$ cat src/hw/rtl/fpnl_pkg.sv
// Package for the fixed-point natural logarithm: default parameters and constants.
// Depends on nothing; used by the top level, the front end, the squaring stage, the scaling stage and the checker.
package fpnl_pkg;

  localparam int FRAC_BITS_DEF   = 16;
  localparam int VALUE_WIDTH_DEF = 32;

  // Width of the result field.
  localparam int LOG_W = 21;

  // ln 2 in Q31, held as a positive signed constant.
  localparam int LN2_W     = 32;
  localparam int LN2_SHIFT = 31;
  localparam logic signed [LN2_W-1:0] LN2_Q31 = 32'sd1488522236;

endpackage

$ cat src/hw/rtl/fpnl_scale.sv
// Conversion of the base-2 logarithm to a natural one: multiply by ln 2 in Q31,
// floor shift, saturate, clear on a domain error. Depends on fpnl_pkg.
module fpnl_scale #(
  parameter int FRAC_BITS   = fpnl_pkg::FRAC_BITS_DEF,
  parameter int VALUE_WIDTH = fpnl_pkg::VALUE_WIDTH_DEF
) (
  input  logic                                             clk,
  input  logic                                             rst_n,
  input  logic                                             up_valid,
  output logic                                             up_ready,
  input  logic [$clog2(VALUE_WIDTH+FRAC_BITS)+FRAC_BITS:0] up_y,
  input  logic                                             up_dom,
  output logic                                             dn_valid,
  input  logic                                             dn_ready,
  output logic [fpnl_pkg::LOG_W-1:0]                       dn_log,
  output logic                                             dn_dom
);

  import fpnl_pkg::*;

  localparam int YW = $clog2(VALUE_WIDTH + FRAC_BITS) + 1 + FRAC_BITS;
  localparam int PW = YW + LN2_W;
  localparam int QW = PW - LN2_SHIFT;
  localparam int LW = QW + LOG_W;
  localparam logic signed [LW-1:0] LOG_HI = LW'((2 ** (LOG_W - 1)) - 1);
  localparam logic signed [LW-1:0] LOG_LO = -LW'(2 ** (LOG_W - 1));

  logic                    vp_r;
  logic signed [PW-1:0]    prod_r;
  logic                    domp_r;
  logic signed [PW-1:0]    prod_nxt;
  logic                    ready_p;

  logic                    vo_r;
  logic [LOG_W-1:0]        log_r;
  logic                    domo_r;
  logic [LOG_W-1:0]        log_nxt;
  logic                    ready_o;

  logic signed [QW-1:0]    ln;
  logic signed [LW-1:0]    lnx;

  assign ready_o  = !vo_r || dn_ready;
  assign ready_p  = !vp_r || ready_o;
  assign up_ready = ready_p;

  assign prod_nxt = $signed(up_y) * LN2_Q31;

  // Dropping the low bits of a two's complement product floors toward minus infinity.
  always_comb begin
    ln  = prod_r[PW-1:LN2_SHIFT];
    lnx = LW'(ln);
    if (domp_r) begin
      log_nxt = '0;
    end else if (lnx > LOG_HI) begin
      log_nxt = LOG_HI[LOG_W-1:0];
    end else if (lnx < LOG_LO) begin
      log_nxt = LOG_LO[LOG_W-1:0];
    end else begin
      log_nxt = lnx[LOG_W-1:0];
    end
  end

  always_ff @(posedge clk) begin
    if (!rst_n) begin
      vp_r <= 1'b0;
      vo_r <= 1'b0;
    end else begin
      if (ready_p) begin
        vp_r <= up_valid;
      end
      if (ready_o) begin
        vo_r <= vp_r;
      end
    end
  end

  always_ff @(posedge clk) begin
    if (ready_p && up_valid) begin
      prod_r <= prod_nxt;
      domp_r <= up_dom;
    end
    if (ready_o && vp_r) begin
      log_r  <= log_nxt;
      domo_r <= domp_r;
    end
  end

  assign dn_valid = vo_r;
  assign dn_log   = log_r;
  assign dn_dom   = domo_r;

endmodule

$ cat config.mk
export PLATFORM = sky130hd
export DESIGN_NAME = fpnl_scale
export DESIGN_NICKNAME = d
export VERILOG_FILES = /design/src/hw/rtl/fpnl_pkg.sv /design/src/hw/rtl/fpnl_scale.sv
export SDC_FILE = /design/constraint.sdc
export NUM_CORES = 1
export LEC_CHECK = 0
export BUFFER_PORTS_ARGS = -buffer_cell sky130_fd_sc_hd__buf_4
export CORE_MARGIN = 2
export CORE_UTILIZATION = 62
export DETAILED_ROUTE_END_ITERATION = 10
export GPL_ROUTABILITY_DRIVEN = 0
export PLACE_DENSITY = 0.8
export SKIP_LAST_GASP = 1
export SYNTH_ARGS = -nofsm -noshare
export SYNTH_HDL_FRONTEND = slang
export SYNTH_SLANG_ARGS = --single-unit
$ cat constraint.sdc
create_clock -name clk -period 9 [get_ports clk]
set_clock_uncertainty 0.05 [all_clocks]
set_input_delay 0.9 -clock clk [delete_from_list [all_inputs] [get_ports clk]]
set_output_delay 0.9 -clock clk [all_outputs]
set_load 0.02 [all_outputs]
# Word-level counts from Yosys, hierarchy flattened

Cells that the tools add are included.

Multiply operators: 1
$lt $le $gt $ge: 2
Reduce and logical (&&, ||, !) cells: 7
Muxes and demuxes: 2

Operators with widths:

| kind                                                         | count |
|---|---|
| multiplier 23 x 30 -> 53 bit, second input constant          | 1 |
| > comparator 24 x 21 -> 1 bit, second input constant         | 1 |
| less-than comparator 24 x 21 -> 1 bit, second input constant | 1 |
| 2-to-1 mux 21 bit                                            | 1 |
| 2-to-1 mux 20 bit                                            | 1 |
| logical AND 1 bit                                            | 2 |
| logical NOT 1 bit                                            | 2 |
| logical OR 1 bit                                             | 2 |
| OR reduction 2 bit                                           | 1 |

Logic and storage cells: 19
Output and inout bits: 24
Register bits after elaboration: 78
Bits of input ports: 28

# Depth between registers and ports, before layout

Gate-level depths: netlist of the first run.

Depth in word-level cells: 4
Mapped depth: 24
Depth with buffers taken out: 23

# Worst setup path before layout of the first run

Ideal clock, no wire load.

Path type: input port to flip-flop
Start point: input port up_y[17]
End point: register prod_r[54], data pin
Required time: 8.679 ns
Setup slack: 2.089 ns
Data arrival time: 6.590 ns
Library setup time: 0.271 ns
Cell stages on the path: 23
Path buffers: 0
Cells stage by stage: inv_1 > fa_1 > inv_1 > ha_1 > a21oi_1 > xor2_1 > ha_1 > o21bai_1 > fa_1 > fa_1 > fa_1 > inv_1 > fa_1 > inv_1 > ha_1 > a21o_1 > a211o_1 > a311oi_2 > o2111ai_1 > a311oi_2 > o21ai_2 > a211oi_2 > o311ai_1

Word-level cells in the longest chain between the ends: 1

Ends and longest elaborated chain:

| what                         | RTL line         | source |
|---|---|---|
| from (decl)                  | fpnl_scale.sv:11 | `input logic [$clog2(VALUE_WIDTH+FRAC_BITS)+FRAC_BITS:0] up_y,` |
| multiplier 23 x 30 -> 53 bit | fpnl_scale.sv:47 | `assign prod_nxt = $signed(up_y) * LN2_Q31;` |
| via prod_nxt[54]             | fpnl_scale.sv:31 | `logic signed [PW-1:0] prod_nxt;` |
| to (signal assigned)         | fpnl_scale.sv:80 | `prod_r <= prod_nxt;` |
| to (decl)                    | fpnl_scale.sv:29 | `logic signed [PW-1:0] prod_r;` |

The timed path passes the listed nets, and every way through them passes these cells.
A chain may end at the register's enable or synchronous reset.

# Worst setup path in the final report of the first run

Ends and elaborated chain as after synthesis.

==> PnR_summary.wiki, run 1 <==
{| class="wikitable"
! Metric !! Value
|-
| Register-to-register setup slack || 7.20 ns
|-
| Number of slew-limit violations in the final report || 0
|-
| Antenna Cells || 0
|-
| Hold Path Depth || 0
|-
| Seq cells post-synth || 49
|-
| Final Net Count || 1829
|-
| All-Layer GR Usage || 28.08%
|-
| Main flop type after synthesis || edfxtp_1
|-
| Layout cell share with drive strength beyond 1 || 5.235%
|-
| Number of setup buffers added after CTS || 0
|-
| Clock slew at the register clock pins of the worst setup and hold paths || 0.06 ns
|-
| Number of CTS-inserted buffers || 5
|-
| Crit path from || up_y[17]
|-
| Syn nets || 1785
|-
| Hold_buf cts || 0
|-
| Nature of the critical path startpoint || input pin
|-
| Largest stage delay, worst path || 0.55 ns
|-
| Endpoint of the worst-slack reg-to-reg timing path || prod_r[34]$_DFFE_PP_
|-
| Kind of end point of the critical path || flip-flop
|-
| Drt first-iter violations || 619
|-
| Max Fclk || 0.1339 GHz
|-
| Setup TNS after final layout || 0 ns
|-
| Shortest period the worst path allows || 7.469 ns
|-
| Die area || 21990 sq um
|-
| Number of global-route vias before repair || 9204
|-
| CTS tree || yes
|-
| Vias post-DR || 8884
|-
| Outcome || finished clean
|-
| Count of max-cap constraint violations || 0
|-
| Final hold violation count || 0
|-
| End point of the worst hold path || dn_dom$_DFFE_PP_
|-
| Post-synth cell types || 54
|-
| H-tree levels || 2
|-
| Number of sinks on the clock net || 49
|-
| CTS resizes || 0
|-
| Count of buffers inserted at the top-level ports || 51
|-
| Total grt overflow || 0
|-
| Sequential share of the synthesized area || 11.24%
|-
| Slowest CP cell || fa_1
|-
| Relative slew slack || 21.48%
|-
| Critical setup path kind || in -> reg
|-
| Final cycle utilization of the critical path || 82.99%
|-
| Netlist area before placement || 12910 sq um
|-
| Beginning of the worst hold path || domp_r$_DFFE_PP_
|-
| Top cell family by delay on the critical path || adder cells
|-
| Wire per inst || 19.01 microns
|-
| Detailed-router iteration count before antenna repair || 5
|-
| Actual transition at the worst max-transition pin || 1.173 ns
|-
| Post-synthesis cell count || 1254
|-
| Most frequent cells after synthesis || inv_1, ha_1, fa_1, edfxtp_1, a21oi_1
|-
| Async set-reset flop share out of synthesis || 0%
|-
| Clock latency reported for the late side of the worst-skew pair || 0.28 ns
|-
| Overall die height || 148.3 microns
|-
| Warning count from the yosys run || 0
|-
| Unrepaired setup endpoints after global routing || false
|-
| Depth of the worst register-to-register path || 3
|-
| Crit path buffers/inverters || 6
|-
| I/O Pins || 52
|-
| Yosys top cell area share || 35.66%
|-
| Pin count of the biggest net entering global routing || 26
|-
| Number of buffers on the longest clock path || 2
|-
| Post-synthesis cell type with the largest combined area || fa_1
|-
| Kind of path behind the tightest hold check || reg -> reg
|-
| Arr. time, crit path || 7.50 ns
|-
| Worst r2r src || dn_valid$_SDFFE_PN0P_
|-
| Half-perimeter wire length of the detailed placement result || 27.01 mm
|-
| Area added between synthesis and finish || 6.290%
|-
| Largest fanout of any net on the critical path || 7
|-
| Post-DRT Antenna Nets || 0
|-
| Wirelength, routed || 29.83 mm
|-
| Dominant cell by count in the synthesized netlist || inv_1
|-
| Worst endpoint required time || 9.03 ns
|-
| EDFF count, synth || 47
|-
| Effective utilization at floorplan || 63.40%
|-
| CORE AREA || 20360 sq um
|-
| First-pass GRT wire length || 47.27 mm
|-
| Ratio of routed vias to standard cells || 5.662
|-
| Synth area leaders || fa_1, ha_1, inv_1, edfxtp_1, a21o_1
|-
| Root buffer cell || clkbuf_16
|-
| Std cell rows || 52
|-
| Die Width || 148.3 microns
|-
| Crit-path cells || buf_4 -> inv_1 -> fa_1 -> inv_1 -> ha_1 -> a21oi_1 -> inv_1 -> ha_1 -> xor2_1 -> fa_1 -> fa_1 -> fa_1 -> inv_1 -> fa_1 -> inv_1 -> ha_1 -> nand4_1 -> nor2_1 -> nand4_1 -> a2111oi_0 -> a311oi_2 -> o21ai_2 -> a211oi_2 -> o311ai_1
|-
| Initial antenna violation count || 0
|-
| Number of design rule violations left after detail routing || 0
|-
| Final setup violating endpoints || 0
|-
| Mean cell area of the mapped netlist || 10.30 sq um
|}
-- worst max-delay path by stage --
stage                                end  slack, ns  cells past startpoint
floorplan           prod_r[54]$_DFFE_PP_       2.09                     23
global placement    prod_r[54]$_DFFE_PP_       1.57                     24
detailed placement  prod_r[54]$_DFFE_PP_       1.33                     24
CTS                 prod_r[54]$_DFFE_PP_       1.61                     24
global route        prod_r[54]$_DFFE_PP_       1.20                     24
finish              prod_r[54]$_DFFE_PP_       1.53                     24
-- cells by family (layout without fill, tap and decap cells) --
logic type	Yosys count	after routing	share of synthesized area (%)
mux	1	1	0.07753
simple gates	102	102	3.906
flops	49	49	11.24
fa+ha+maj	503	503	62.12
buf+inv	401	446	11.66
compound gates	167	167	8.897
xor+xnor	31	31	2.103
-- metrics by stage --
step | setup slack, ns | instances | hold slack (ns) | cell area [sq um] | utilization (%)
2_1_floorplan | 2.089 | 1254 | 0.4015 | 12910 | -
6_report | 1.531 | 1569 | 0.4606 | 13720 | 67.39
3_3_place_gp | 1.571 | 1561 | 0.4266 | 13590 | 66.71
3_5_place_dp | 1.334 | 1561 | 0.4364 | 13590 | 66.71
4_1_cts | 1.612 | 1569 | 0.4577 | 13720 | 67.39
5_1_grt | 1.201 | 1569 | 0.4696 | 13720 | 67.39
-- layout by cell type, fill, tap and decap left out, drive strengths merged, types with 21 or more instances in the layout --
master / Yosys / final
a21o: 39 / 39
a21oi: 43 / 43
buf: 1 / 52
edfxtp: 47 / 47
fa: 230 / 230
ha: 273 / 273
inv: 386 / 386
nand2: 23 / 23
nor2: 21 / 21
o21a: 23 / 23
-- worst reg2reg max path, cell delays in order, from the launching register on --
cell     delay, ns
dfxtp_1       0.31
nor2b_1       0.17
nand2_1       0.10
and2_1        0.79
-- cell type report --
| class | count | area, sq um |
|---|---|---|
| fill | 1510 | 6641 |
| tap | 270 | 337.8 |
| inverter | 386 | 1449 |
| multi-input combinational | 804 | 9957 |
| sequential | 49 | 1451 |
| clock buffer | 5 | 125.1 |
| timing repair buffer | 52 | 390.4 |
| clock inverter | 3 | 12.51 |
-- per-layer routing --
metal	track usage, %	wire length [microns]
met2	45.07	13320
met1	38.98	12830
met4	11.95	1479
met3	3.466	2193
met5	0	0
-- registers in the layout (all words and copies together), names as in the netlist --
signal / cells
prod_r: 24
dn_log: 21
vp_r: 1
domp_r: 1
dn_dom: 1
dn_valid: 1
Power of run 1 is not shown: default switching activity piles up to over one toggle a cycle in this logic, so the estimate is an artifact.
==> run 2: changes to the inputs <==
Clock period 9 ns to 7.03 ns, I/O delays scaled along.
==> run 2 against run 1 <==
Critical endpoint is now prod_r[38]$_DFFE_PP_. Core utilization is 2.3 points higher. Worst setup slack worse by 1.3 ns. Count of clock-buffer cells in the layout is 1 higher. Critical path depth is 1 higher. Wire length is 1.3% higher. First-iteration DRC count is 4.7% lower. Flip-flop and latch count stayed put. Highest routed layer unchanged. Worst hold slack worse by 0.0030 ns. Register-to-register slack worse by 2.0 ns. Largest cell class unchanged.
==> PnR_summary.wiki, run 2 (same netlist as run 1, synthesis figures left out) <==
{| class="wikitable"
! Metric !! Value
|-
| Most used cells in the layout excluding fill and tap cells || inv_1, ha_1, fa_1
|-
| Root buffer cell || clkbuf_16
|-
| Leading cell type in the layout, fill and taps excluded || inv_1
|-
| Post-DRT Antenna Nets || 0 (unchanged)
|-
| Wirelength, routed || 30.22 mm (+1.3%)
|-
| Worst endpoint required time || 7.01 ns (-2.02 ns)
|-
| Number of slew-limit violations in the final report || 0 (unchanged)
|-
| I/O Pins || 52 (unchanged)
|-
| Post-Place Cells || 1613 (+3.3%)
|-
| Clock slew at the register clock pins of the worst setup and hold paths || 0.06 ns (about the same)
|-
| All-Layer GR Usage || 29.02% (+0.95 points)
|-
| Hold_buf cts || 0 (unchanged)
|-
| Number of sinks on the clock net || 49 (unchanged)
|-
| Crit path from || up_y[17]
|-
| Number of buffers on the longest clock path || 2 (unchanged)
|-
| Pin count of the biggest net entering global routing || 26 (unchanged)
|-
| Area added between synthesis and finish || 9.914%
|-
| Relative slew slack || 20.68% (-0.80 points)
|-
| Final setup violating endpoints || 0 (unchanged)
|-
| Overall die height || 148.3 microns (unchanged)
|-
| Count of max-cap constraint violations || 0 (unchanged)
|-
| Util after Layout || 69.69% (+2.3 points)
|-
| Actual transition at the worst max-transition pin || 1.185 ns (+0.01194 ns)
|-
| Total grt overflow || 0 (unchanged)
|-
| Final hold violation count || 0 (unchanged)
|-
| Kind of path behind the tightest hold check || reg -> reg
|-
| Max Fclk || 0.1470 GHz
|-
| Unrepaired setup endpoints after global routing || true
|-
| Fillers || 1441 (-4.6%)
|-
| Ratio of routed vias to standard cells || 5.510 (-2.7%)
|-
| Wire per inst || 18.63 microns (-2.0%)
|-
| Die area || 21990 sq um (unchanged)
|-
| Number of design rule violations left after detail routing || 0 (unchanged)
|-
| Count of buffers inserted at the top-level ports || 51 (unchanged)
|-
| Setup TNS after final layout || 0 ns (unchanged)
|-
| Nature of the critical path startpoint || input pin
|-
| Layout cell share with drive strength beyond 1 || 9.467% (+4.2 points)
|-
| Area taken by multi-input logic gates || 10000 sq um (+0.45%)
|-
| Final Net Count || 1882 (+2.9%)
|-
| Drt first-iter violations || 590 (-4.7%)
|-
| Detailed-router iteration count before antenna repair || 5 (unchanged)
|-
| Beginning of the worst hold path || domp_r$_DFFE_PP_
|-
| H-tree levels || 2 (unchanged)
|-
| Number of CTS-inserted buffers || 5 (unchanged)
|-
| Kind of end point of the critical path || flip-flop
|-
| Non-filler instance count after layout || 1622 (+3.4%)
|-
| Worst r2r src || dn_valid$_SDFFE_PN0P_
|-
| Half-perimeter wire length of the detailed placement result || 27.32 mm (+1.2%)
|-
| Arr. time, crit path || 6.78 ns (-0.72 ns)
|-
| First-pass GRT wire length || 48.89 mm (+3.4%)
|-
| Die Width || 148.3 microns (unchanged)
|-
| Vias post-DR || 8937 (+0.60%)
|-
| Area used by sequential logic in the layout || 1451 sq um (unchanged)
|-
| Effective utilization at floorplan || 63.40% (unchanged)
|-
| CORE AREA || 20360 sq um (unchanged)
|-
| Initial antenna violation count || 0 (unchanged)
|-
| Final hold slack || 0.4576 ns (-0.003025 ns)
|-
| Clock latency reported for the late side of the worst-skew pair || 0.28 ns (about the same)
|-
| Outcome || finished clean
|-
| CTS tree || yes
|-
| Critical setup path kind || in -> reg
|-
| Final cycle utilization of the critical path || 96.79%
|-
| Antenna Cells || 0 (unchanged)
|-
| Number of flip-flops under the largest register name || 24 (unchanged)
|-
| Number of global-route vias before repair || 9635 (+4.7%)
|-
| Largest Register || prod_r
|-
| Shortest period the worst path allows || 6.804 ns
|-
| Largest fanout of any net on the critical path || 5 (-2)
|-
| Std cell rows || 52 (unchanged)
|}
run 2: path summary, 6_finish.rpt:
check	endpoint	slack, ns	cells past startpoint
hold / removal	dn_dom$_DFFE_PP_	0.46	0
setup reg to reg	prod_r[39]$_DFFE_PP_	5.22	3
setup / recovery	prod_r[38]$_DFFE_PP_	0.23	25
hold reg to reg	dn_dom$_DFFE_PP_	0.46	0
run 2: area by class of cell:
cell class	count	share of cell area, %
Sequential cell	49	10.23
Timing Repair Buffer	105	5.555
Inverter	386	10.21
Clock buffer	6	0.9081
Clock inverter	2	0.2381
Multi-Input combinational cell	804	70.48
Tap cell	270	2.381
run 2: worst max-delay path: stages:
cell and delay [ns]:
buf_4 0.09, inv_1 0.05, fa_1 0.53, inv_1 0.09, buf_4 0.15, ha_1 0.28
inv_1 0.06, fa_1 0.53, inv_1 0.05, fa_1 0.50, fa_1 0.53, fa_1 0.54
inv_1 0.05, fa_1 0.53, inv_1 0.05, ha_1 0.35, nand3_1 0.12, nor2_1 0.19
nand4_1 0.16, a2111oi_2 0.38, buf_4 0.17, a311oi_2 0.05, o21ai_2 0.30, a41oi_1 0.18
xnor2_1 0.15
run 2: layer usage:
metal	vias up	track usage, %	wire length, microns
met5	-	0	0
met4	0	11.38	1328
met1	4402	38.41	12790
met2	293	47.34	13880
met3	72	6.012	2228
li1	4170	-	-
run 2: stage by stage:
| stage | worst slack, ns | area, sq um |
|---|---|---|
| after floorplan | 0.3161 | 12910 |
| after CTS | 0.01239 | 14140 |
| after detailed placement | -0.2447 | 13980 |
| after global routing | -0.04301 | 14190 |
| final | 0.2257 | 14190 |
| after global placement | -0.1388 | 13980 |
run 2: repair_timing:
action / 4_1_cts / 5_1_grt
setup endpoints to repair: 0 / 16
setup buffers: 0 / 1
resized for setup: 0 / 11
Power of run 2 is left out for the same reason.
