### config.mk
export PLATFORM = sky130hd
export DESIGN_NAME = fpnl_sq_stage
export DESIGN_NICKNAME = d
export VERILOG_FILES = /design/src/hw/rtl/fpnl_pkg.sv /design/src/hw/rtl/fpnl_sq_stage.sv
export SDC_FILE = /design/constraint.sdc
export NUM_CORES = 1
export LEC_CHECK = 0
export ABC_AREA = 1
export BUFFER_PORTS_ARGS = -buffer_cell sky130_fd_sc_hd__clkbuf_2
export CORE_ASPECT_RATIO = 1.25
export CORE_UTILIZATION = 50
export DETAILED_ROUTE_END_ITERATION = 10
export GPL_ROUTABILITY_DRIVEN = 0
export GPL_TIMING_DRIVEN = 0
export PLACE_DENSITY_LB_ADDON = 0.3
export SLEW_MARGIN = 20
export SYNTH_ARGS = -nofsm -noshare
export SYNTH_HDL_FRONTEND = slang
export SYNTH_SLANG_ARGS = --single-unit
### constraint.sdc
create_clock -name clk -period 9.1 [get_ports clk]
set_input_delay 1.82 -clock clk [delete_from_list [all_inputs] [get_ports clk]]
set_output_delay 1.82 -clock clk [all_outputs]
set_load 0.02 [all_outputs]
### src/hw/rtl/fpnl_pkg.sv
// Package for the fixed-point natural logarithm: default parameters and constants.
// Depends on nothing; used by the top level, the front end, the squaring stage, the scaling stage and the checker.
package fpnl_pkg;

  localparam int FRAC_BITS_DEF   = 16;
  localparam int VALUE_WIDTH_DEF = 32;

  // Width of the result field.
  localparam int LOG_W = 21;

  // ln 2 in Q31, held as a positive signed constant.
  localparam int LN2_W     = 32;
  localparam int LN2_SHIFT = 31;
  localparam logic signed [LN2_W-1:0] LN2_Q31 = 32'sd1488522236;

endpackage

### src/hw/rtl/fpnl_sq_stage.sv
// One squaring round of the base-2 logarithm: square, truncate, halve at two
// and set the matching fraction bit. Depends on fpnl_pkg defaults only.
module fpnl_sq_stage #(
  parameter int FRAC_BITS   = fpnl_pkg::FRAC_BITS_DEF,
  parameter int VALUE_WIDTH = fpnl_pkg::VALUE_WIDTH_DEF,
  parameter int ROUND       = 0
) (
  input  logic                                             clk,
  input  logic                                             rst_n,
  input  logic                                             up_valid,
  output logic                                             up_ready,
  input  logic [FRAC_BITS:0]                               up_z,
  input  logic [$clog2(VALUE_WIDTH+FRAC_BITS)+FRAC_BITS:0] up_y,
  input  logic                                             up_dom,
  output logic                                             dn_valid,
  input  logic                                             dn_ready,
  output logic [FRAC_BITS:0]                               dn_z,
  output logic [$clog2(VALUE_WIDTH+FRAC_BITS)+FRAC_BITS:0] dn_y,
  output logic                                             dn_dom
);

  localparam int ZW = FRAC_BITS + 1;
  localparam int YW = $clog2(VALUE_WIDTH + FRAC_BITS) + 1 + FRAC_BITS;

  logic            v_r;
  logic [ZW-1:0]   z_r;
  logic [YW-1:0]   y_r;
  logic            dom_r;
  logic [2*ZW-1:0] sq;
  logic [ZW:0]     t;
  logic [ZW-1:0]   z_nxt;
  logic [YW-1:0]   y_nxt;
  logic            ready;

  assign ready    = !v_r || dn_ready;
  assign up_ready = ready;

  // The square of a value in [1,2) lies in [1,4); its top bit says it reached two.
  // The earlier rounds only set higher fraction bits, so setting this bit adds
  // the weight exactly.
  always_comb begin
    sq    = up_z * up_z;
    t     = sq[FRAC_BITS+ZW:FRAC_BITS];
    z_nxt = t[ZW] ? t[ZW:1] : t[ZW-1:0];
    y_nxt = up_y;
    y_nxt[FRAC_BITS-1-ROUND] = t[ZW];
  end

  always_ff @(posedge clk) begin
    if (!rst_n) begin
      v_r <= 1'b0;
    end else if (ready) begin
      v_r <= up_valid;
    end
  end

  always_ff @(posedge clk) begin
    if (ready && up_valid) begin
      z_r   <= z_nxt;
      y_r   <= y_nxt;
      dom_r <= up_dom;
    end
  end

  assign dn_valid = v_r;
  assign dn_z     = z_r;
  assign dn_y     = y_r;
  assign dn_dom   = dom_r;

endmodule

**Word-level counts from Yosys, hierarchy flattened**

Index checks and enable logic that the tools add are counted.

- Divide/modulo/power cells: 0
- $lt $le $gt $ge: 0
- Multipliers: 1
- Bitwise logic cells: 0
- Reductions and logical operators: 3
- Multiplexer cells: 1
- Eq/ne operators: 0
- Shift-type cells: 0
- Add/subtract/negate cells: 0

Operators with widths:

| cell | count |
|---|---|
| multiplier 17 x 17 -> 34 bit | 1 |
| two-way mux 16 bit | 1 |
| logical AND 1 bit | 1 |
| logical NOT 1 bit | 1 |
| logical OR 1 bit | 1 |

- Memory bits (writable): 0
- Flip-flop bits (word level): 42
- Input bits: 45
- Output and inout bits: 43
- Latch bits: 0
- Memory bits (read-only): 0
- Memories kept: 0
- Logic and storage cells: 10

**Logic depth before layout (Yosys ltp)**

Gate-level depths: netlist of run 1.

- Depth after elaboration: 3
- Mapped depth: 29
- Depth with buffers taken out: 26

**Worst setup path before layout of run 1**

No wires, ideal clock.

- Path type: input port to flip-flop
- From: input up_z[14]
- To: register z_r[13], in the netlist dn_z[13], data pin
- Library setup time: 252 ps
- Stages on the path: 24
- Slack: 1896 ps
- Data required time: 8848 ps
- Arrival: 6952 ps
- Path buffers: 3
- Path through: clkbuf_1 > buf_1 > nand2_1 > fa_1 > fa_1 > inv_1 > fa_1 > fa_1 > fa_1 > inv_1 > fa_1 > inv_1 > ha_1 > a21oi_1 > o21ai_1 > a21oi_2 > nor2_1 > nor2_2 > nand2_2 > nand2_2 > nand2_4 > buf_8 > nand2_1 > nand2_1

- Longest elaborated chain between the ends: 2

Ends and longest elaborated chain:

| item | line | text |
|---|---|---|
| start, declared | fpnl_sq_stage.sv:12 | `input logic [FRAC_BITS:0] up_z,` |
| multiplier 17 x 17 -> 34 bit | fpnl_sq_stage.sv:42 | `sq = up_z * up_z;` |
| via sq[33] | fpnl_sq_stage.sv:29 | `logic [2*ZW-1:0] sq;` |
| two-way mux 16 bit | fpnl_sq_stage.sv:44 | `z_nxt = t[ZW] ? t[ZW:1] : t[ZW-1:0];` |
| via z_nxt[13] | fpnl_sq_stage.sv:31 | `logic [ZW-1:0] z_nxt;` |
| end signal, assigned | fpnl_sq_stage.sv:59 | `z_r <= z_nxt;` |
| end, declared | fpnl_sq_stage.sv:26 | `logic [ZW-1:0] z_r;` |

The timed path passes the listed nets, and every way through them passes these cells.
A chain may end at the register's enable or synchronous reset.

**Final worst setup path of run 1**

- From: input up_z[9]
- To: register z_r[10], in the netlist dn_z[10], data pin

Same word-level chain as after synthesis.

==> results of run 1 <==
==> sequential cells by signal, indices dropped and copies added, names as in the netlist <==
register and cells:
dn_z 17, dn_dom 1, dn_valid 1, dn_y 23
==> layout make-up <==
class,instances,area [um2],area share [%]
Timing Repair Buffer,79,417.9,3.775
Tap cell,265,331.6,2.995
Inverter,361,1355,12.24
Multi-Input combinational cell,792,7408,66.92
Sequential cell,42,1251,11.30
Clock inverter,3,16.27,0.1469
Buffer,37,165.2,1.492
Clock buffer,5,125.1,1.130
==> cells by family after synthesis <==
logic type      after synthesis  synth area share [%]
flops                        42                 12.30
compound gates               80                 4.614
xor+xnor                     19                 1.637
fa+ha+maj                   298                 50.55
simple gates                395                 15.95
buf+inv                     398                 14.95
==> synthesized netlist by cell type (2+ instances only) <==
cell type  instances  share of area, %
a21boi_0           3              0.22
a21o_1             4              0.30
a21oi_1           35               1.7
a21oi_2            5              0.43
buf_4              2              0.15
clkbuf_1          32               1.2
edfxtp_1          41                12
fa_1             188                37
ha_1             110                14
inv_1            361                13
nand2_1          287                11
nand2_2            7              0.43
nand2_4            4              0.44
nand3_1           32               1.6
nor2_1            43               1.6
nor2_2             4              0.25
nor3_1            11              0.54
o21a_1             5              0.37
o21ai_0           16              0.79
o21ai_1            5              0.25
o21bai_1           5              0.37
or2_2              3              0.18
xnor2_1            6              0.52
xor2_1            13               1.1
==> critical path, cell delays in order <==
cell	delay [ns]
clkbuf_2	0.09
clkbuf_1	0.58
clkbuf_1	0.64
nand2_1	0.17
fa_1	0.58
inv_1	0.06
fa_1	0.49
inv_1	0.06
fa_1	0.53
inv_1	0.05
fa_1	0.42
fa_1	0.52
inv_1	0.05
fa_1	0.47
inv_1	0.04
ha_1	0.35
a21oi_1	0.25
o21ai_1	0.15
a21oi_2	0.17
nand2_4	0.09
nand2_4	0.09
nand2_2	0.07
nand2_2	0.08
nand2_4	0.08
buf_8	0.15
nand2_1	0.06
nand2_1	0.05
==> how the worst max path moves through the flow <==
stage | start | to | slack, ns | cells after the start
3_5_place_dp | up_z[13] | dn_z[10] | 0.71 | 24
3_3_place_gp | up_z[9] | dn_z[10] | 0.76 | 27
2_1_floorplan | up_z[14] | dn_z[13] | 1.90 | 24
5_1_grt | up_z[9] | dn_z[9] | 0.68 | 27
6_report | up_z[9] | dn_z[10] | 0.96 | 27
4_1_cts | up_z[9] | dn_z[10] | 0.99 | 27
==> metal layers <==
metal	track usage, %	share of wire (%)
met2	47.41	54
met4	7.822	3.4
met3	2.153	4.3
met1	28.36	38
met5	0	0
==> metrics by stage <==
| step | hold WS [ns] | instances |
|---|---|---|
| floorplan | 0.7295 | 1232 |
| global placement | 0.5105 | 1575 |
| detailed placement | 0.5536 | 1576 |
| CTS | 0.5623 | 1584 |
| global route | 0.5895 | 1584 |
| finish | 0.5592 | 1584 |
==> impl_metrics.py, run 1 <==
metrics = {
    "clock_tree": {
        "h-tree-depth": 2,
        "cts_made_buffers": 5,
        "cts_resized": 0,
        "clk_pin_slew_worst_paths_ns": 0.06,
        "cts_root_buffer": "clkbuf_16",
        "ctsLongestPathBuffers": 2,
        "clock_sinks": 42,
        "worst_skew_pair.late_latency_ns": 0.27,
        "cts_tree": "done",
        "cts_hold_buf": 0,
        "post_cts_buffers": 0,
    },
    "placement": {
        "port_buffers": 78,
        "post_dp_cell_area_um2": 10930,
        "dp_hpwl_um": 20310,
        "pre_cts_ws_ns": 0.7091,
    },
    "routing": {
        "vias": 7875,
        "totalWireLength_um": 23720,
        "ant_nets": 0,
        "routedWlPerCell_um": 14.98,
        "dr.pass1.iters": 5,
        "drc": 0,
        "via_per_inst": 4.972,
        "drt-initial-drc-count": 468,
    },
    "timing": {
        "finalSetupViolations": 0,
        "rsz0062_at_grt": "no",
        "skew_ns": 0.003128,
        "period_share_pct": 89.48,
        "worst_pin_slew_ns": 0.7678,
        "min_period_ns": 8.143,
        "layout_setup_ws_ns": 0.9574,
        "finalHoldViolations": 0,
        "tns_ns": 0,
        "slew_violations": 0,
        "relSlewSlack_pct": 48.81,
        "fmax_ghz": 0.1228,
    },
    "cells_and_area": {
        "mostFrequentLayoutCells": "361 x inv_1, 287 x nand2_1, 188 x fa_1",
        "layout_commonest_cell": "inv_1",
        "antenna-diode-count": 0,
        "post-route-util_pct": 56.24,
        "syn_to_final_growth_pct": 8.871,
        "nets": 1661,
        "nFillCells": 1877,
        "final_cell_area_um2": 11070,
        "drive_gt1_share_pct": 8.870,
    },
    "synthesis": {
        "avgSynthCellArea_um2": 8.254,
        "syn-cell-area_um2": 10170,
        "synth-edff-count": 41,
        "synthCells": 1232,
        "synth-seq-cells": 42,
        "ys_seq_area_share_pct": 12.30,
        "synth.net_count": 1575,
        "async_flop_share_pct": 0,
        "ys_types": 34,
        "synthFlopType": "edfxtp_1",
        "ys_warn_count": 0,
    },
    "critical_path": {
        "reg2reg_from": "dn_valid",
        "reg2reg_depth": 2,
        "crit_type": "input pin to flip-flop",
        "worst_setup_path_end_kind": "flip-flop",
        "r2r_slack_ns": 7.67,
        "start_kind": "input pin",
        "reg2reg_to": "dn_y[14]",
        "required_ns": 9.13,
        "cp_max_fo": 10,
        "worst_ep_arrival_time_ns": 8.17,
    },
    "global_routing": {
        "grt_pass1_wl_um": 39760,
        "grt_max_degree": 26,
        "overflow": 0,
        "antenna_found_initial": 0,
        "grt_pass1_vias": 8554,
        "grtUsageTotal_pct": 24.67,
    },
    "die": {
        "fp.coreArea_um2": 19680,
        "dieArea_um2": 20910,
        "ios": 88,
        "die_width_um": 129.6,
        "rows": 57,
        "start_util_pct": 51.66,
        "die_h_um": 161.4,
    },
    "hold_path": {
        "hp-class": "flip-flop to flip-flop",
        "min_to": "dn_valid",
        "worstHoldPathCells": 2,
        "hp-start": "dn_valid",
    },
    "run": {
        "cap_violations": 0,
    },
    "status": {
        "status": "complete, no violations",
    },
}
Power of run 1 is left out: the tool's default activity adds up to more than one toggle a clock period on the data nets, which glitch-free logic cannot reach.
==> inputs of run 2 (changes only) <==
Settings changed: PLACE_DENSITY from default to 0.69, PLACE_DENSITY_LB_ADDON 0.3 to default.
Clock period 9.1 ns to 8.3 ns, I/O delays scaled along.
==> impl_metrics.py, run 2 (synthesis gave the netlist of run 1 again) <==
metrics = {
    "status": {
        "status": "complete, no violations",
    },
    "clock_tree": {
        "cts_made_buffers": 5,
        "ctsLongestPathBuffers": 2,
        "h-tree-depth": 2,
        "clock_sinks": 42,
        "post_cts_buffers": 0,
        "cts_tree": "done",
        "cts_resized": 0,
        "cts_hold_buf": 0,
        "worst_skew_pair.late_latency_ns": 0.28,
        "clk_pin_slew_worst_paths_ns": 0.06,
        "cts_root_buffer": "clkbuf_16",
    },
    "cells_and_area": {
        "layout_commonest_cell": "inv_1",
        "nets": 1661,
        "antenna-diode-count": 0,
        "largest_reg_flops": 23,
        "syn_to_final_growth_pct": 9.142,
        "drive_gt1_share_pct": 8.946,
        "mostFrequentLayoutCells": "361 x inv_1, 287 x nand2_1, 188 x fa_1",
        "fin_cells": 1584,
    },
    "placement": {
        "port_buffers": 78,
        "place_inst": 1576,
        "dp_hpwl_um": 20530,
    },
    "timing": {
        "slew_violations": 0,
        "worst_pin_slew_ns": 0.8174,
        "finalHoldViolations": 0,
        "fmax_ghz": 0.1254,
        "finalSetupViolations": 0,
        "skew_ns": 0.001947,
        "min_period_ns": 7.975,
        "hold_slack_ns": 0.5532,
        "relSlewSlack_pct": 45.50,
        "tns_ns": 0,
        "rsz0062_at_grt": "no",
        "period_share_pct": 96.08,
    },
    "hold_path": {
        "hp-class": "flip-flop to flip-flop",
    },
    "critical_path": {
        "crit_start": "up_z[7]",
        "worst_ep_arrival_time_ns": 8.01,
        "required_ns": 8.34,
        "cpMaxStageDelayCell": "clkbuf_1",
        "worst_setup_path_end_kind": "flip-flop",
        "start_kind": "input pin",
        "worstSetupEndpoint": "dn_z[11]",
        "reg2reg_to": "dn_z[12]",
        "worst_path_most_repeated_cell": "fa_1",
        "reg2reg_from": "dn_valid",
        "r2r_slack_ns": 6.84,
        "reg2reg_depth": 2,
        "cp_max_fo": 10,
        "critPathMaxStageDelay_ns": 0.64,
        "crit_type": "input pin to flip-flop",
    },
    "die": {
        "rows": 57,
        "dieArea_um2": 20910,
        "start_util_pct": 51.66,
        "ios": 88,
        "die_width_um": 129.6,
        "die_h_um": 161.4,
        "fp.coreArea_um2": 19680,
    },
    "routing": {
        "drc": 0,
        "totalWireLength_um": 23960,
        "dr.pass1.iters": 5,
        "routedWlPerCell_um": 15.13,
        "via_per_inst": 4.898,
        "drt-initial-drc-count": 420,
        "vias": 7759,
        "ant_nets": 0,
    },
    "global_routing": {
        "antenna_found_initial": 0,
        "grt_pass1_vias": 8503,
        "grtUsageTotal_pct": 25.12,
        "grt_busiest_layer": "met2",
        "grt.met3_usage_pct": 2.021,
        "use_met1_pct": 29.34,
        "met2_usage_pct": 48.19,
        "grt_max_degree": 23,
        "grt_pass1_wl_um": 40160,
        "overflow": 0,
    },
    "run": {
        "cap_violations": 0,
    },
}
==> run 2: cell types whose count changed in the layout (fill, tap and decap cells not counted), sizes merged <==
| cell | before | now |
|---|---|---|
| bufinv | 0 | 1 |
| clkinv | 2 | 1 |
| clkinvlp | 1 | 0 |
| inv | 361 | 362 |
==> run 2: area by class of cell <==
type                    count  area, um2
well taps                 265      331.6
inverters                 361       1355
fillers                  1892       8586
multi-input cells         792       7408
plain buffers              37      165.2
flip-flops and latches     42       1251
clock buffers               5      125.1
repair buffers             79      417.9
clock inverters             3      43.79
==> run 2: routing by layer <==
layer  share of wire (%)  vias to the layer above
met1                  39                     3760
met3                 3.7                       53
li1                    -                     3766
met2                  54                      180
met5                   0                        -
met4                 2.9                        0
==> run 2: worst max-delay path, delay by kind of cell <==
| family | cells | cell delay, ns |
|---|---|---|
| fa+ha+maj | 7 | 3.39 |
| compound gates | 3 | 0.56 |
| buf+inv | 9 | 1.70 |
| simple gates | 8 | 0.70 |
==> run 2: how the worst min path moves through the flow <==
| stage | startpoint | end | slack (ns) | cells after the start |
|---|---|---|---|---|
| 2_1_floorplan | dn_valid | dn_valid | 0.73 | 2 |
| 3_3_place_gp | dn_valid | dn_valid | 0.52 | 2 |
| 3_5_place_dp | dn_valid | dn_valid | 0.54 | 2 |
| 4_1_cts | dn_valid | dn_valid | 0.56 | 2 |
| 5_1_grt | dn_valid | dn_valid | 0.61 | 2 |
| 6_report | dn_valid | dn_valid | 0.55 | 2 |
==> run 2: stage by stage <==
stage	utilization [%]	setup WS, ns	instance area [um2]
finish	56.38	0.3251	11100
global route	56.38	0.02352	11100
CTS	56.38	0.3584	11100
detailed placement	55.52	0.07956	10930
global placement	55.33	0.1423	10890
floorplan	-	1.256	10170
Power of run 2 is left out for the same reason.
==> inputs of run 3 (changes only) <==
Settings changed: CORE_MARGIN from default to 4.
==> impl_metrics.py, run 3 (synthesis gave the netlist of run 1 again) <==
metrics = {
    "critical_path": {
        "required_ns": 8.33,
        "crit_type": "input pin to flip-flop",
        "worst_setup_path_end_kind": "flip-flop",
        "start_kind": "input pin",
        "worst_ep_arrival_time_ns": 7.99,
        "reg2reg_depth": 3,
        "cp_max_fo": 10,
    },
    "clock_tree": {
        "cts_made_buffers": 5,
        "worst_skew_pair.late_latency_ns": 0.28,
        "clock_sinks": 42,
        "ctsLongestPathBuffers": 2,
        "clk_pin_slew_worst_paths_ns": 0.06,
        "cts_resized": 0,
        "post_cts_buffers": 0,
        "cts_tree": "done",
        "h-tree-depth": 2,
        "cts_hold_buf": 0,
        "cts_root_buffer": "clkbuf_16",
    },
    "hold_path": {
        "worstHoldPathCells": 2,
        "hp-class": "flip-flop to flip-flop",
    },
    "timing": {
        "finalSetupViolations": 0,
        "rsz0062_at_grt": "no",
        "period_share_pct": 95.88,
        "relSlewSlack_pct": 47.53,
        "min_period_ns": 7.958,
        "skew_ns": 0.005822,
        "worst_pin_slew_ns": 0.7870,
        "finalHoldViolations": 0,
        "tns_ns": 0,
        "fmax_ghz": 0.1257,
        "slew_violations": 0,
    },
    "global_routing": {
        "antenna_found_initial": 1,
        "grtUsageTotal_pct": 22.42,
        "grt_pass1_wl_um": 40450,
        "grt_max_degree": 18,
        "grt_pass1_vias": 8489,
        "overflow": 0,
    },
    "routing": {
        "totalWireLength_um": 24150,
        "dr.pass1.iters": 5,
        "routedWlPerCell_um": 15.19,
        "via_per_inst": 5.003,
        "vias": 7954,
        "drc": 0,
        "ant_nets": 0,
        "drt-initial-drc-count": 334,
    },
    "die": {
        "rows": 58,
        "die_h_um": 167.4,
        "start_util_pct": 50.77,
        "dieArea_um2": 22700,
        "ios": 88,
        "die_width_um": 135.6,
        "fp.coreArea_um2": 20030,
    },
    "run": {
        "cap_violations": 0,
    },
    "status": {
        "status": "complete, no violations",
    },
    "cells_and_area": {
        "largest_reg_flops": 23,
        "mostFrequentLayoutCells": "361 x inv_1, 287 x nand2_1, 188 x fa_1",
        "syn_to_final_growth_pct": 9.228,
        "layout_commonest_cell": "inv_1",
        "drive_gt1_share_pct": 9.015,
        "antenna-diode-count": 0,
        "nets": 1662,
    },
    "placement": {
        "dp_hpwl_um": 20740,
        "port_buffers": 78,
    },
}
run 3: cell types whose count changed in the layout (fill, tap and decap cells not counted), sizes merged:
cell  before  now
buf        6    7
run 3: path summary, 6_finish.rpt:
path | startpoint | to | slack, ns
max | up_z[9] | dn_z[8] | 0.34
min | dn_valid | dn_valid | 0.55
max reg2reg | dn_valid | dn_y[11] | 6.90
min reg2reg | dn_valid | dn_valid | 0.55
run 3: layout make-up:
class	count	area (um2)
fill	1920	8922
multi-input combinational	792	7408
inverter	361	1355
sequential	42	1251
timing repair buffer	80	420.4
tap	270	337.8
buffer	37	165.2
clock buffer	5	125.1
clock inverter	3	43.79
run 3: metal layers:
layer	part of all wire (%)	track usage (%)	up-vias
li1	-	-	3769
met1	38	26.80	3910
met2	54	42.09	217
met3	4.0	1.863	56
met4	3.5	7.365	2
met5	0.075	0	-
run 3: per-stage QoR:
stage	util [%]	std cells	instance area, um2	hold WS [ns]	worst slack (ns)
3_3_place_gp	54.40	1580	10900	0.5032	0.1436
2_1_floorplan	-	1232	10170	0.7295	1.256
6_report	55.45	1590	11110	0.5515	0.3420
3_5_place_dp	54.61	1582	10940	0.5474	0.09983
5_1_grt	55.45	1590	11110	0.5964	0.02482
4_1_cts	55.45	1590	11110	0.5564	0.3821
run 3: critical path, cell delays in order:
cell and delay [ns]:
clkbuf_2 0.09, clkbuf_1 0.58, clkbuf_1 0.63, nand2_1 0.17, fa_1 0.59, inv_1 0.07, fa_1 0.50, inv_1 0.06
fa_1 0.53, inv_1 0.05, fa_1 0.40, fa_1 0.51, inv_1 0.05, fa_1 0.47, inv_1 0.04, ha_1 0.35
a21oi_1 0.23, o21ai_1 0.14, a21oi_2 0.18, nand2_4 0.10, nand2_4 0.08, nand2_2 0.07, nand2_2 0.08, nand2_4 0.08
buf_6 0.15, nand2_1 0.07, nand2_1 0.06
Power of run 3 is left out for the same reason.
